===== config.mk =====
export PLATFORM = sky130hd
export DESIGN_NAME = periodic_cell_neighbour_walker
export DESIGN_NICKNAME = d
export VERILOG_FILES = /design/src/hw/rtl/pcnw_pkg.sv /design/src/hw/rtl/pcnw_front.sv /design/src/hw/rtl/pcnw_queue.sv /design/src/hw/rtl/pcnw_back.sv /design/src/hw/rtl/periodic_cell_neighbour_walker.sv
export SDC_FILE = /design/constraint.sdc
export NUM_CORES = 2
export LEC_CHECK = 0
export BUFFER_PORTS_ARGS = -buffer_cell sky130_fd_sc_hd__buf_2
export CAP_MARGIN = 40
export CORE_UTILIZATION = 50
export DETAILED_ROUTE_END_ITERATION = 12
export GPL_TIMING_DRIVEN = 0
export MAX_ROUTING_LAYER = met4
export PLACE_DENSITY = 0.76
export SETUP_SLACK_MARGIN = 0.2
export SYNTH_ARGS = -nofsm -noshare
export SYNTH_HDL_FRONTEND = slang
export SYNTH_SLANG_ARGS = --single-unit

===== constraint.sdc =====
create_clock -name clk -period 14.82 [get_ports clk]
set_input_delay 2.223 -clock clk [delete_from_list [all_inputs] [get_ports clk]]
set_output_delay 2.223 -clock clk [all_outputs]
set_load 0.02 [all_outputs]

===== src/hw/rtl/pcnw_pkg.sv =====
// shared types and constants of the periodic cell neighbour walker
package pcnw_pkg;

	localparam int unsigned REACH = 1;
	localparam int unsigned SPAN  = 2 * REACH + 1;
	localparam int unsigned ID_W  = 23;
	localparam int unsigned CW    = 8;

	localparam logic [CW-1:0] COUNT_MIN = 8'd3;
	localparam logic [CW-1:0] COUNT_MAX = 8'd200;

	// which walk counter drives an axis
	localparam logic [1:0] SEL_I = 2'd0;
	localparam logic [1:0] SEL_J = 2'd1;
	localparam logic [1:0] SEL_K = 2'd2;

	// configuration register indexes
	localparam logic [1:0] REG_COUNT_X = 2'd0;
	localparam logic [1:0] REG_COUNT_Y = 2'd1;
	localparam logic [1:0] REG_COUNT_Z = 2'd2;

	localparam logic [1:0] AXIS_X = 2'd0;
	localparam logic [1:0] AXIS_Y = 2'd1;
	localparam logic [1:0] AXIS_Z = 2'd2;

	typedef logic [CW-1:0] coord_t;
	typedef coord_t [2:0] triple_t;
	typedef logic [ID_W-1:0] cell_id_t;
	typedef logic [1:0] cnt_t;

	typedef struct packed {
		triple_t [2:0] vals;
		logic [2:0][1:0] sel;
		logic face;
		cell_id_t dest;
	} entry_t;

	typedef struct packed {
		logic valid;
		entry_t ent;
	} qbeat_t;

endpackage


===== src/hw/rtl/pcnw_front.sv =====
// front end: reduces coordinates, works out the wrapped offsets and the destination id
module pcnw_front (
	input  logic clk,
	input  logic arst_n,
	input  pcnw_pkg::triple_t counts,
	input  logic in_valid,
	output logic in_stall,
	input  logic func,
	input  logic [7:0] cell_x,
	input  logic [7:0] cell_y,
	input  logic [7:0] cell_z,
	input  logic [1:0] exit_axis,
	input  logic moving_up,
	output pcnw_pkg::qbeat_t push,
	input  logic full
);

	localparam logic [2:0] ST_IDLE = 3'd0;
	localparam logic [2:0] ST_DIV  = 3'd1;
	localparam logic [2:0] ST_WRAP = 3'd2;
	localparam logic [2:0] ST_MUL1 = 3'd3;
	localparam logic [2:0] ST_MUL2 = 3'd4;
	localparam logic [2:0] ST_PUSH = 3'd5;

	logic [2:0] state_q;
	logic [2:0] bit_q;
	logic func_q;
	logic up_q;
	logic [1:0] ax_q;
	pcnw_pkg::triple_t raw_q;
	pcnw_pkg::triple_t rem_q;
	pcnw_pkg::triple_t rem_nx;
	pcnw_pkg::triple_t dc_q;
	pcnw_pkg::triple_t dc_c;
	logic [15:0] dt_q;
	pcnw_pkg::entry_t ent_q;
	pcnw_pkg::entry_t ent_c;
	logic [1:0] d1;
	logic accept;
	logic [15:0] prod1;
	logic [16:0] sum1;
	logic [23:0] prod2;
	logic [23:0] sum2;

	assign in_stall = (state_q != ST_IDLE);
	assign accept = in_valid && (state_q == ST_IDLE);

	// restoring remainder, one bit a cycle for each axis
	always_comb begin
		logic [8:0] trial;
		for (int a = 0; a < 3; a++) begin
			trial = {rem_q[a], raw_q[a][bit_q]};
			if (trial >= {1'b0, counts[a]}) begin
				rem_nx[a] = pcnw_pkg::coord_t'(trial - {1'b0, counts[a]});
			end else begin
				rem_nx[a] = trial[7:0];
			end
		end
	end

	// first axis after the exit axis in cyclic order
	always_comb begin
		unique case (ax_q)
			pcnw_pkg::AXIS_X: d1 = pcnw_pkg::AXIS_Y;
			pcnw_pkg::AXIS_Y: d1 = pcnw_pkg::AXIS_Z;
			default: d1 = pcnw_pkg::AXIS_X;
		endcase
	end

	always_comb begin
		pcnw_pkg::coord_t c, n, m1, p1, m2, p2;
		logic [8:0] p2w;
		ent_c = ent_q;
		ent_c.face = func_q;
		for (int a = 0; a < 3; a++) begin
			c = rem_q[a];
			n = counts[a];
			p1 = (c == n - 8'd1) ? 8'd0 : c + 8'd1;
			m1 = (c == 8'd0) ? n - 8'd1 : c - 8'd1;
			p2w = {1'b0, c} + 9'd2;
			p2 = (p2w >= {1'b0, n}) ? pcnw_pkg::coord_t'(p2w - {1'b0, n}) : p2w[7:0];
			m2 = (c < 8'd2) ? c + n - 8'd2 : c - 8'd2;
			ent_c.vals[a][0] = m1;
			ent_c.vals[a][1] = c;
			ent_c.vals[a][2] = p1;
			dc_c[a] = c;
			if (!func_q) begin
				ent_c.sel[a] = (a == 0) ? pcnw_pkg::SEL_I :
					(a == 1) ? pcnw_pkg::SEL_J : pcnw_pkg::SEL_K;
			end else if (2'(a) == ax_q) begin
				// face plane sits two steps out, held for the whole walk
				ent_c.sel[a] = pcnw_pkg::SEL_K;
				ent_c.vals[a][0] = up_q ? p2 : m2;
				ent_c.vals[a][1] = up_q ? p2 : m2;
				ent_c.vals[a][2] = up_q ? p2 : m2;
				dc_c[a] = up_q ? p1 : m1;
			end else if (2'(a) == d1) begin
				ent_c.sel[a] = pcnw_pkg::SEL_I;
			end else begin
				ent_c.sel[a] = pcnw_pkg::SEL_J;
			end
		end
	end

	assign prod1 = {8'b0, counts[1]} * {8'b0, dc_q[2]};
	assign sum1 = {1'b0, prod1} + {9'b0, dc_q[1]};
	assign prod2 = {16'b0, counts[0]} * {8'b0, dt_q};
	assign sum2 = prod2 + {16'b0, dc_q[0]};

	always_ff @(posedge clk or negedge arst_n) begin
		if (!arst_n) begin
			state_q <= ST_IDLE;
			bit_q <= 3'd7;
		end else begin
			unique case (state_q)
				ST_IDLE: begin
					if (accept) begin
						state_q <= ST_DIV;
						bit_q <= 3'd7;
					end
				end
				ST_DIV: begin
					if (bit_q == 3'd0) begin
						state_q <= ST_WRAP;
					end
					bit_q <= bit_q - 3'd1;
				end
				ST_WRAP: state_q <= ST_MUL1;
				ST_MUL1: state_q <= ST_MUL2;
				ST_MUL2: state_q <= ST_PUSH;
				ST_PUSH: begin
					if (!full) begin
						state_q <= ST_IDLE;
					end
				end
				default: state_q <= ST_IDLE;
			endcase
		end
	end

	always_ff @(posedge clk) begin
		if (accept) begin
			func_q <= func;
			up_q <= moving_up;
			ax_q <= (exit_axis > pcnw_pkg::AXIS_Z) ? pcnw_pkg::AXIS_Z : exit_axis;
			raw_q[0] <= cell_x;
			raw_q[1] <= cell_y;
			raw_q[2] <= cell_z;
			rem_q <= '0;
		end else if (state_q == ST_DIV) begin
			rem_q <= rem_nx;
		end
		if (state_q == ST_WRAP) begin
			ent_q <= ent_c;
			dc_q <= dc_c;
		end
		if (state_q == ST_MUL1) begin
			dt_q <= sum1[15:0];
		end
		if (state_q == ST_MUL2) begin
			ent_q.dest <= sum2[pcnw_pkg::ID_W-1:0];
		end
	end

	always_comb begin
		push.valid = (state_q == ST_PUSH);
		push.ent = ent_q;
	end

endmodule


===== src/hw/rtl/pcnw_queue.sv =====
// short queue of prepared walks between front and back
module pcnw_queue #(
	parameter int unsigned DEPTH = 2
) (
	input  logic clk,
	input  logic arst_n,
	input  pcnw_pkg::qbeat_t push,
	output logic full,
	output pcnw_pkg::qbeat_t head,
	input  logic pop
);

	localparam int unsigned PTR_W = (DEPTH > 1) ? $clog2(DEPTH) : 1;
	localparam int unsigned CNT_W = $clog2(DEPTH + 1);
	localparam logic [PTR_W-1:0] PTR_LAST = PTR_W'(DEPTH - 1);
	localparam logic [CNT_W-1:0] CNT_FULL = CNT_W'(DEPTH);

	pcnw_pkg::entry_t slot_q [DEPTH];
	logic [PTR_W-1:0] wr_q;
	logic [PTR_W-1:0] rd_q;
	logic [CNT_W-1:0] fill_q;
	logic do_push;
	logic do_pop;

	assign full = (fill_q == CNT_FULL);
	assign do_push = push.valid && !full;
	assign do_pop = pop && (fill_q != '0);

	always_comb begin
		head.valid = (fill_q != '0);
		head.ent = slot_q[rd_q];
	end

	always_ff @(posedge clk or negedge arst_n) begin
		if (!arst_n) begin
			wr_q <= '0;
			rd_q <= '0;
			fill_q <= '0;
		end else begin
			if (do_push) begin
				wr_q <= (wr_q == PTR_LAST) ? '0 : wr_q + 1'b1;
			end
			if (do_pop) begin
				rd_q <= (rd_q == PTR_LAST) ? '0 : rd_q + 1'b1;
			end
			if (do_push && !do_pop) begin
				fill_q <= fill_q + 1'b1;
			end else if (do_pop && !do_push) begin
				fill_q <= fill_q - 1'b1;
			end
		end
	end

	always_ff @(posedge clk) begin
		if (do_push) begin
			slot_q[wr_q] <= push.ent;
		end
	end

endmodule


===== src/hw/rtl/pcnw_back.sv =====
// back end: walks the block or face and forms one cell id a cycle while the output is not held
module pcnw_back (
	input  logic clk,
	input  logic arst_n,
	input  pcnw_pkg::triple_t counts,
	input  pcnw_pkg::qbeat_t head,
	output logic pop,
	output logic out_valid,
	input  logic out_stall,
	output logic [22:0] neighbour_cell,
	output logic [22:0] destination_cell,
	output logic last
);

	localparam pcnw_pkg::cnt_t LAST_IDX = pcnw_pkg::cnt_t'(pcnw_pkg::SPAN - 1);

	pcnw_pkg::entry_t cur_q;
	logic active_q;
	pcnw_pkg::cnt_t i_q, j_q, k_q;
	logic adv;
	logic done;
	pcnw_pkg::triple_t pick;

	logic v_s1, last_s1;
	pcnw_pkg::triple_t p_s1;
	pcnw_pkg::cell_id_t dest_s1;

	logic v_s2, last_s2;
	pcnw_pkg::coord_t px_s2;
	logic [15:0] t_s2;
	pcnw_pkg::cell_id_t dest_s2;

	logic v_s3, last_s3;
	pcnw_pkg::cell_id_t id_s3;
	pcnw_pkg::cell_id_t dest_s3;

	logic [15:0] prod1;
	logic [16:0] sum1;
	logic [23:0] prod2;
	logic [23:0] sum2;

	// whole pipe moves unless the output beat is held
	assign adv = !(v_s3 && out_stall);
	assign done = (i_q == LAST_IDX) && (j_q == LAST_IDX) && (cur_q.face || (k_q == LAST_IDX));
	assign pop = adv && head.valid && (!active_q || done);

	always_comb begin
		for (int a = 0; a < 3; a++) begin
			unique case (cur_q.sel[a])
				pcnw_pkg::SEL_I: pick[a] = cur_q.vals[a][i_q];
				pcnw_pkg::SEL_J: pick[a] = cur_q.vals[a][j_q];
				pcnw_pkg::SEL_K: pick[a] = cur_q.vals[a][k_q];
				default: pick[a] = cur_q.vals[a][0];
			endcase
		end
	end

	always_ff @(posedge clk or negedge arst_n) begin
		if (!arst_n) begin
			active_q <= 1'b0;
			i_q <= '0;
			j_q <= '0;
			k_q <= '0;
			v_s1 <= 1'b0;
			v_s2 <= 1'b0;
			v_s3 <= 1'b0;
		end else if (adv) begin
			v_s1 <= active_q;
			v_s2 <= v_s1;
			v_s3 <= v_s2;
			if (pop) begin
				active_q <= 1'b1;
				i_q <= '0;
				j_q <= '0;
				k_q <= '0;
			end else if (active_q && done) begin
				active_q <= 1'b0;
			end else if (active_q) begin
				if (i_q == LAST_IDX) begin
					i_q <= '0;
					if (j_q == LAST_IDX) begin
						j_q <= '0;
						k_q <= k_q + 2'd1;
					end else begin
						j_q <= j_q + 2'd1;
					end
				end else begin
					i_q <= i_q + 2'd1;
				end
			end
		end
	end

	assign prod1 = {8'b0, counts[1]} * {8'b0, p_s1[2]};
	assign sum1 = {1'b0, prod1} + {9'b0, p_s1[1]};
	assign prod2 = {16'b0, counts[0]} * {8'b0, t_s2};
	assign sum2 = prod2 + {16'b0, px_s2};

	always_ff @(posedge clk) begin
		if (pop) begin
			cur_q <= head.ent;
		end
		if (adv) begin
			p_s1 <= pick;
			dest_s1 <= cur_q.dest;
			last_s1 <= done;
			px_s2 <= p_s1[0];
			t_s2 <= sum1[15:0];
			dest_s2 <= dest_s1;
			last_s2 <= last_s1;
			id_s3 <= sum2[pcnw_pkg::ID_W-1:0];
			dest_s3 <= dest_s2;
			last_s3 <= last_s2;
		end
	end

	assign out_valid = v_s3;
	assign neighbour_cell = id_s3;
	assign destination_cell = dest_s3;
	assign last = last_s3;

endmodule


===== src/hw/rtl/periodic_cell_neighbour_walker.sv =====
// top level of the periodic cell neighbour walker
// Lists neighbour cell ids on a periodic 3D grid, one result beat per cycle
// while the output is not stalled. A neighbourhood query gives 27 beats and a
// crossing query gives 9 beats. The front end takes one item at a time and
// stalls its input until that item is pushed, working through the bit-serial
// remainder that folds each coordinate into range (8 steps) and the two
// multiply steps of the destination id. Prepared items wait in a short queue,
// so the next item is taken while the current walk is still emitting. Counts
// are clamped to 3..200 and are to be written only while the block is idle.
module periodic_cell_neighbour_walker #(
	parameter int unsigned QUEUE_DEPTH = 2
) (
	input  logic clk,
	input  logic arst_n,
	input  logic wr_en,
	input  logic [1:0] wr_index,
	input  logic [7:0] wr_data,
	input  logic in_valid,
	output logic in_stall,
	input  logic func,
	input  logic [7:0] cell_x,
	input  logic [7:0] cell_y,
	input  logic [7:0] cell_z,
	input  logic [1:0] exit_axis,
	input  logic moving_up,
	output logic out_valid,
	input  logic out_stall,
	output logic [22:0] neighbour_cell,
	output logic [22:0] destination_cell,
	output logic last
);

	pcnw_pkg::triple_t count_q;
	pcnw_pkg::triple_t counts;
	pcnw_pkg::qbeat_t push;
	pcnw_pkg::qbeat_t head;
	logic full;
	logic pop;

	always_ff @(posedge clk or negedge arst_n) begin
		if (!arst_n) begin
			count_q[0] <= pcnw_pkg::COUNT_MIN;
			count_q[1] <= pcnw_pkg::COUNT_MIN;
			count_q[2] <= pcnw_pkg::COUNT_MIN;
		end else if (wr_en) begin
			unique case (wr_index)
				pcnw_pkg::REG_COUNT_X: count_q[0] <= wr_data;
				pcnw_pkg::REG_COUNT_Y: count_q[1] <= wr_data;
				pcnw_pkg::REG_COUNT_Z: count_q[2] <= wr_data;
				default: ;
			endcase
		end
	end

	always_comb begin
		for (int a = 0; a < 3; a++) begin
			if (count_q[a] < pcnw_pkg::COUNT_MIN) begin
				counts[a] = pcnw_pkg::COUNT_MIN;
			end else if (count_q[a] > pcnw_pkg::COUNT_MAX) begin
				counts[a] = pcnw_pkg::COUNT_MAX;
			end else begin
				counts[a] = count_q[a];
			end
		end
	end

	pcnw_front u_front (
		.clk       (clk),
		.arst_n    (arst_n),
		.counts    (counts),
		.in_valid  (in_valid),
		.in_stall  (in_stall),
		.func      (func),
		.cell_x    (cell_x),
		.cell_y    (cell_y),
		.cell_z    (cell_z),
		.exit_axis (exit_axis),
		.moving_up (moving_up),
		.push      (push),
		.full      (full)
	);

	pcnw_queue #(
		.DEPTH (QUEUE_DEPTH)
	) u_queue (
		.clk    (clk),
		.arst_n (arst_n),
		.push   (push),
		.full   (full),
		.head   (head),
		.pop    (pop)
	);

	pcnw_back u_back (
		.clk              (clk),
		.arst_n           (arst_n),
		.counts           (counts),
		.head             (head),
		.pop              (pop),
		.out_valid        (out_valid),
		.out_stall        (out_stall),
		.neighbour_cell   (neighbour_cell),
		.destination_cell (destination_cell),
		.last             (last)
	);

endmodule


==> flow_summary.yaml <==
run_status:
  status: "completed"
setup_path:
  crit_type: "reg -> reg"
  crit_path_start_kind: "flip-flop"
  slowest_delay_ps: 720
  cp.arrival_ps: 8290
  r2r_cells: 22
  path_cells: "clkbuf_1 > nor4_1 > nand3_1 > nand2_1 > clkbuf_1 > nand2_1 > fa_1 > inv_1 > fa_1 > fa_1 > inv_1 > fa_1 > inv_1 > ha_1 > and3_1 > a2111o_1 > a311oi_1 > o21ai_0 > o21ai_0 > nand2b_1 > a21oi_1 > xnor2_1"
  crit_path_frequent_cell: "fa_1"
  crit_slowest_cell: "a311oi_1"
  path_max_fanout: 12
  end_kind: "flip-flop"
  cp_data_required_time_ps: 15180
route:
  vias: 31600
  drt_iter0_drc: 2702
  wire_per_inst_um: 21.5
  drt-total-wl_mm: 119
  ant_nets: 0
  routed_via_density: 5.73
  drcViolationCount: 0
  dr.pass1.iters: 8
logic_synthesis:
  netlist-cell-type-count: 86
  synth_ff_type: "edfxtp_1"
  synth-edff-count: 619
  synth_top_area_share_pct: 40.9
  ys_seq_area_share_pct: 44.5
  async_flop_share_pct: 6.40
  syn_area_mm2: 0.0454
  synth_top_cell_by_area: "edfxtp_1"
  postSynthAreaPerCell_um2: 11.2
  synth_warnings: 0
  netlist_top_cells_area: "edfxtp_1, fa_1, ha_1"
  syn_nets: 4668
  ys_ff_latch: 687
  synthCells: 4068
cts:
  hold_buffers: 0
  tritoncts: "built"
  cts_sinks: 687
  post_cts_buffers: 0
  clock_latency_ps: 640
  clk_path_buf_depth: 3
  cts.repair.resized: 0
  cts-htree-levels: 3
  numCtsBuffers: 73
  cts_root_buffer: "clkbuf_16"
  path_clk_slew_ps: 60
floorplan:
  die_y_um: 303
  die-area_mm2: 0.0920
  die_w_um: 303
  io_pins: 92
  coreArea_mm2: 0.0900
  start_util_pct: 50.4
  num_rows: 110
global_routing:
  antenna_found_initial: 2
  grt_max_degree: 67
  grt_pass1_vias: 31900
  grt_pass1_wl_mm: 183
  overflow: 0
  grt_usage_pct: 27.0
placed_design:
  preCtsSetupSlack_ps: 7060
  hpwl_mm: 91.2
  port_buffers: 91
  gp_congestion: 0.980
timing:
  min_period_over_period_pct: 53.5
  max_slew_margin_pct: 39.3
  drv_slew: 0
  worst_pin_slew_ps: 911
  worst_clock_skew_ps: 20.3
  fmax_mhz: 126
  rsz0062_at_grt: "false"
  worst_hold_slack_ps: 416
  setup_violations: 0
  final.setup.worst_slack_ps: 6890
  tns_ps: 0
  fin_crit_ps: 7930
  hold_viol: 0
hold_path:
  whs_path_depth: 0
  hp-class: "reg -> reg"
cells_and_area:
  fin_nets: 4878
  layout-drive-gt1-share_pct: 10.4
  syn2layout_area_growth_pct: 11.0
run:
  cap_violations: 0
[logic make-up (layout without fill, tap and decap cells)]
logic type / after synthesis / in the layout / synth area share, %
flops: 687 / 687 / 44.5
simple gates: 1046 / 1046 / 11.4
fa+ha+maj: 557 / 557 / 20.0
buf+inv: 738 / 1008 / 6.14
mux: 227 / 227 / 5.55
compound gates: 640 / 640 / 9.00
other cells: 0 / 3 / 0
xor+xnor: 173 / 173 / 3.45
[worst max-delay path, delay by kind of cell (launching register included)]
kind	cells	cell delay [ps]
AO/OA/AOI/OAI	5	1960
flip-flops	1	400
adder cells (fa/ha/maj)	5	2350
AND/OR/NAND/NOR	6	1660
XOR/XNOR	1	130
buffers and inverters	5	1150
[layer usage]
layer  vias up  part of all wire [%]  track usage, %
li1      14500                     -               -
met1     15500                    39            32.8
met2      1320                    48            44.0
met3       354                   6.8            3.77
met4         0                   5.9            13.8
met5         -                     0               -
[area by class of cell]
class                   instances  area [µm²]
diodes                          3        7.51
plain buffers                 174         672
clock buffers                  97        2010
clock inverters                38         378
fillers                      7586       39600
inverters                     564        2120
multi-input cells            2643       22500
flip-flops and latches        687       20200
well taps                    1176        1470
repair buffers                135        1100
[sequential cells by signal, indices dropped and copies added, names as in the netlist, 2 cells and up]
| name | cells |
|---|---|
| u_back.k_q | 2 |
| u_back.cur_q | 102 |
| u_back.px_s2 | 8 |
| u_front.raw_q | 24 |
| u_queue.slot_q | 204 |
| u_front.rem_q | 24 |
| u_front.push | 102 |
| u_back.t_s2 | 16 |
| u_front.bit_q | 3 |
| u_front.state_q | 3 |
| u_back.neighbour_cell | 23 |
| u_back.dest_s2 | 23 |
| u_back.destination_cell | 23 |
| u_front.dc_q | 24 |
| u_queue.fill_q | 2 |
| u_back.i_q | 2 |
| u_front.dt_q | 16 |
| u_back.j_q | 2 |
| u_front.ax_q | 2 |
| count_q | 24 |
| u_back.dest_s1 | 23 |
| u_back.p_s1 | 24 |
[metrics by stage]
| stage | cells | util [%] | cell area, µm² |
|---|---|---|---|
| finish | 5517 | 56.0 | 50400 |
| global route | 5514 | 56.0 | 50400 |
| CTS | 5514 | 56.0 | 50400 |
| detailed placement | 5379 | 53.3 | 48000 |
| global placement | 5335 | 52.6 | 47300 |
| floorplan | 4068 | - | 45400 |
[placed cells by master (no fill, tap or decap), types with 40 or more instances in the layout]
master and n:
edfxtp_1 619, inv_1 555, nand2_1 344, fa_1 279, ha_1 278, o21ai_0 196, nor2_1 174, clkbuf_1 161
and2_1 160, mux2_2 137, xnor2_1 129, a21oi_1 129, buf_2 104, and3_1 94, mux2i_1 84, clkbuf_16 75
nand3_1 52, nor3_1 52, nor2b_1 47, a21o_1 42, xor2_1 40
[path summary, 6_finish.rpt]
| check | startpoint | endpoint | slack (ps) |
|---|---|---|---|
| max | count_q[5] | u_back.neighbour_cell[22] | 6890 |
| min | u_back.dest_s1[7] | u_back.dest_s2[7] | 420 |
| max reg2reg | count_q[5] | u_back.neighbour_cell[22] | 6890 |
| min reg2reg | u_back.dest_s1[7] | u_back.dest_s2[7] | 420 |
| max in group asynchronous | arst_n | u_front.bit_q[2] | 12600 |
| min in group asynchronous | arst_n | count_q[4] | 1570 |
[cells in the mapped netlist, drive strengths merged, types with 7 or more instances]
| master | n |
|---|---|
| o21ai | 200 |
| nand2b | 17 |
| fa | 279 |
| clkbuf | 144 |
| and2 | 162 |
| o21a | 17 |
| dfxtp | 24 |
| a211oi | 18 |
| nor2 | 176 |
| nor2b | 48 |
| or2 | 10 |
| mux2 | 137 |
| o21bai | 17 |
| edfxtp | 619 |
| nand3 | 52 |
| nor3 | 53 |
| nand4 | 26 |
| nor3b | 8 |
| a21o | 42 |
| a221oi | 17 |
| buf | 30 |
| nand2 | 345 |
| inv | 557 |
| a311oi | 8 |
| a21oi | 130 |
| or3 | 13 |
| dfrtp | 35 |
| o22ai | 23 |
| xnor2 | 130 |
| a21boi | 12 |
| ha | 278 |
| nor4 | 19 |
| o211ai | 18 |
| xor2 | 40 |
| a22oi | 31 |
| and3 | 96 |
| mux2i | 84 |
| a31oi | 20 |
| o31ai | 29 |
| clkinv | 7 |
| dfstp | 9 |
Power is not shown: default switching activity piles up to over one toggle a cycle in this logic, so the estimate is an artifact.
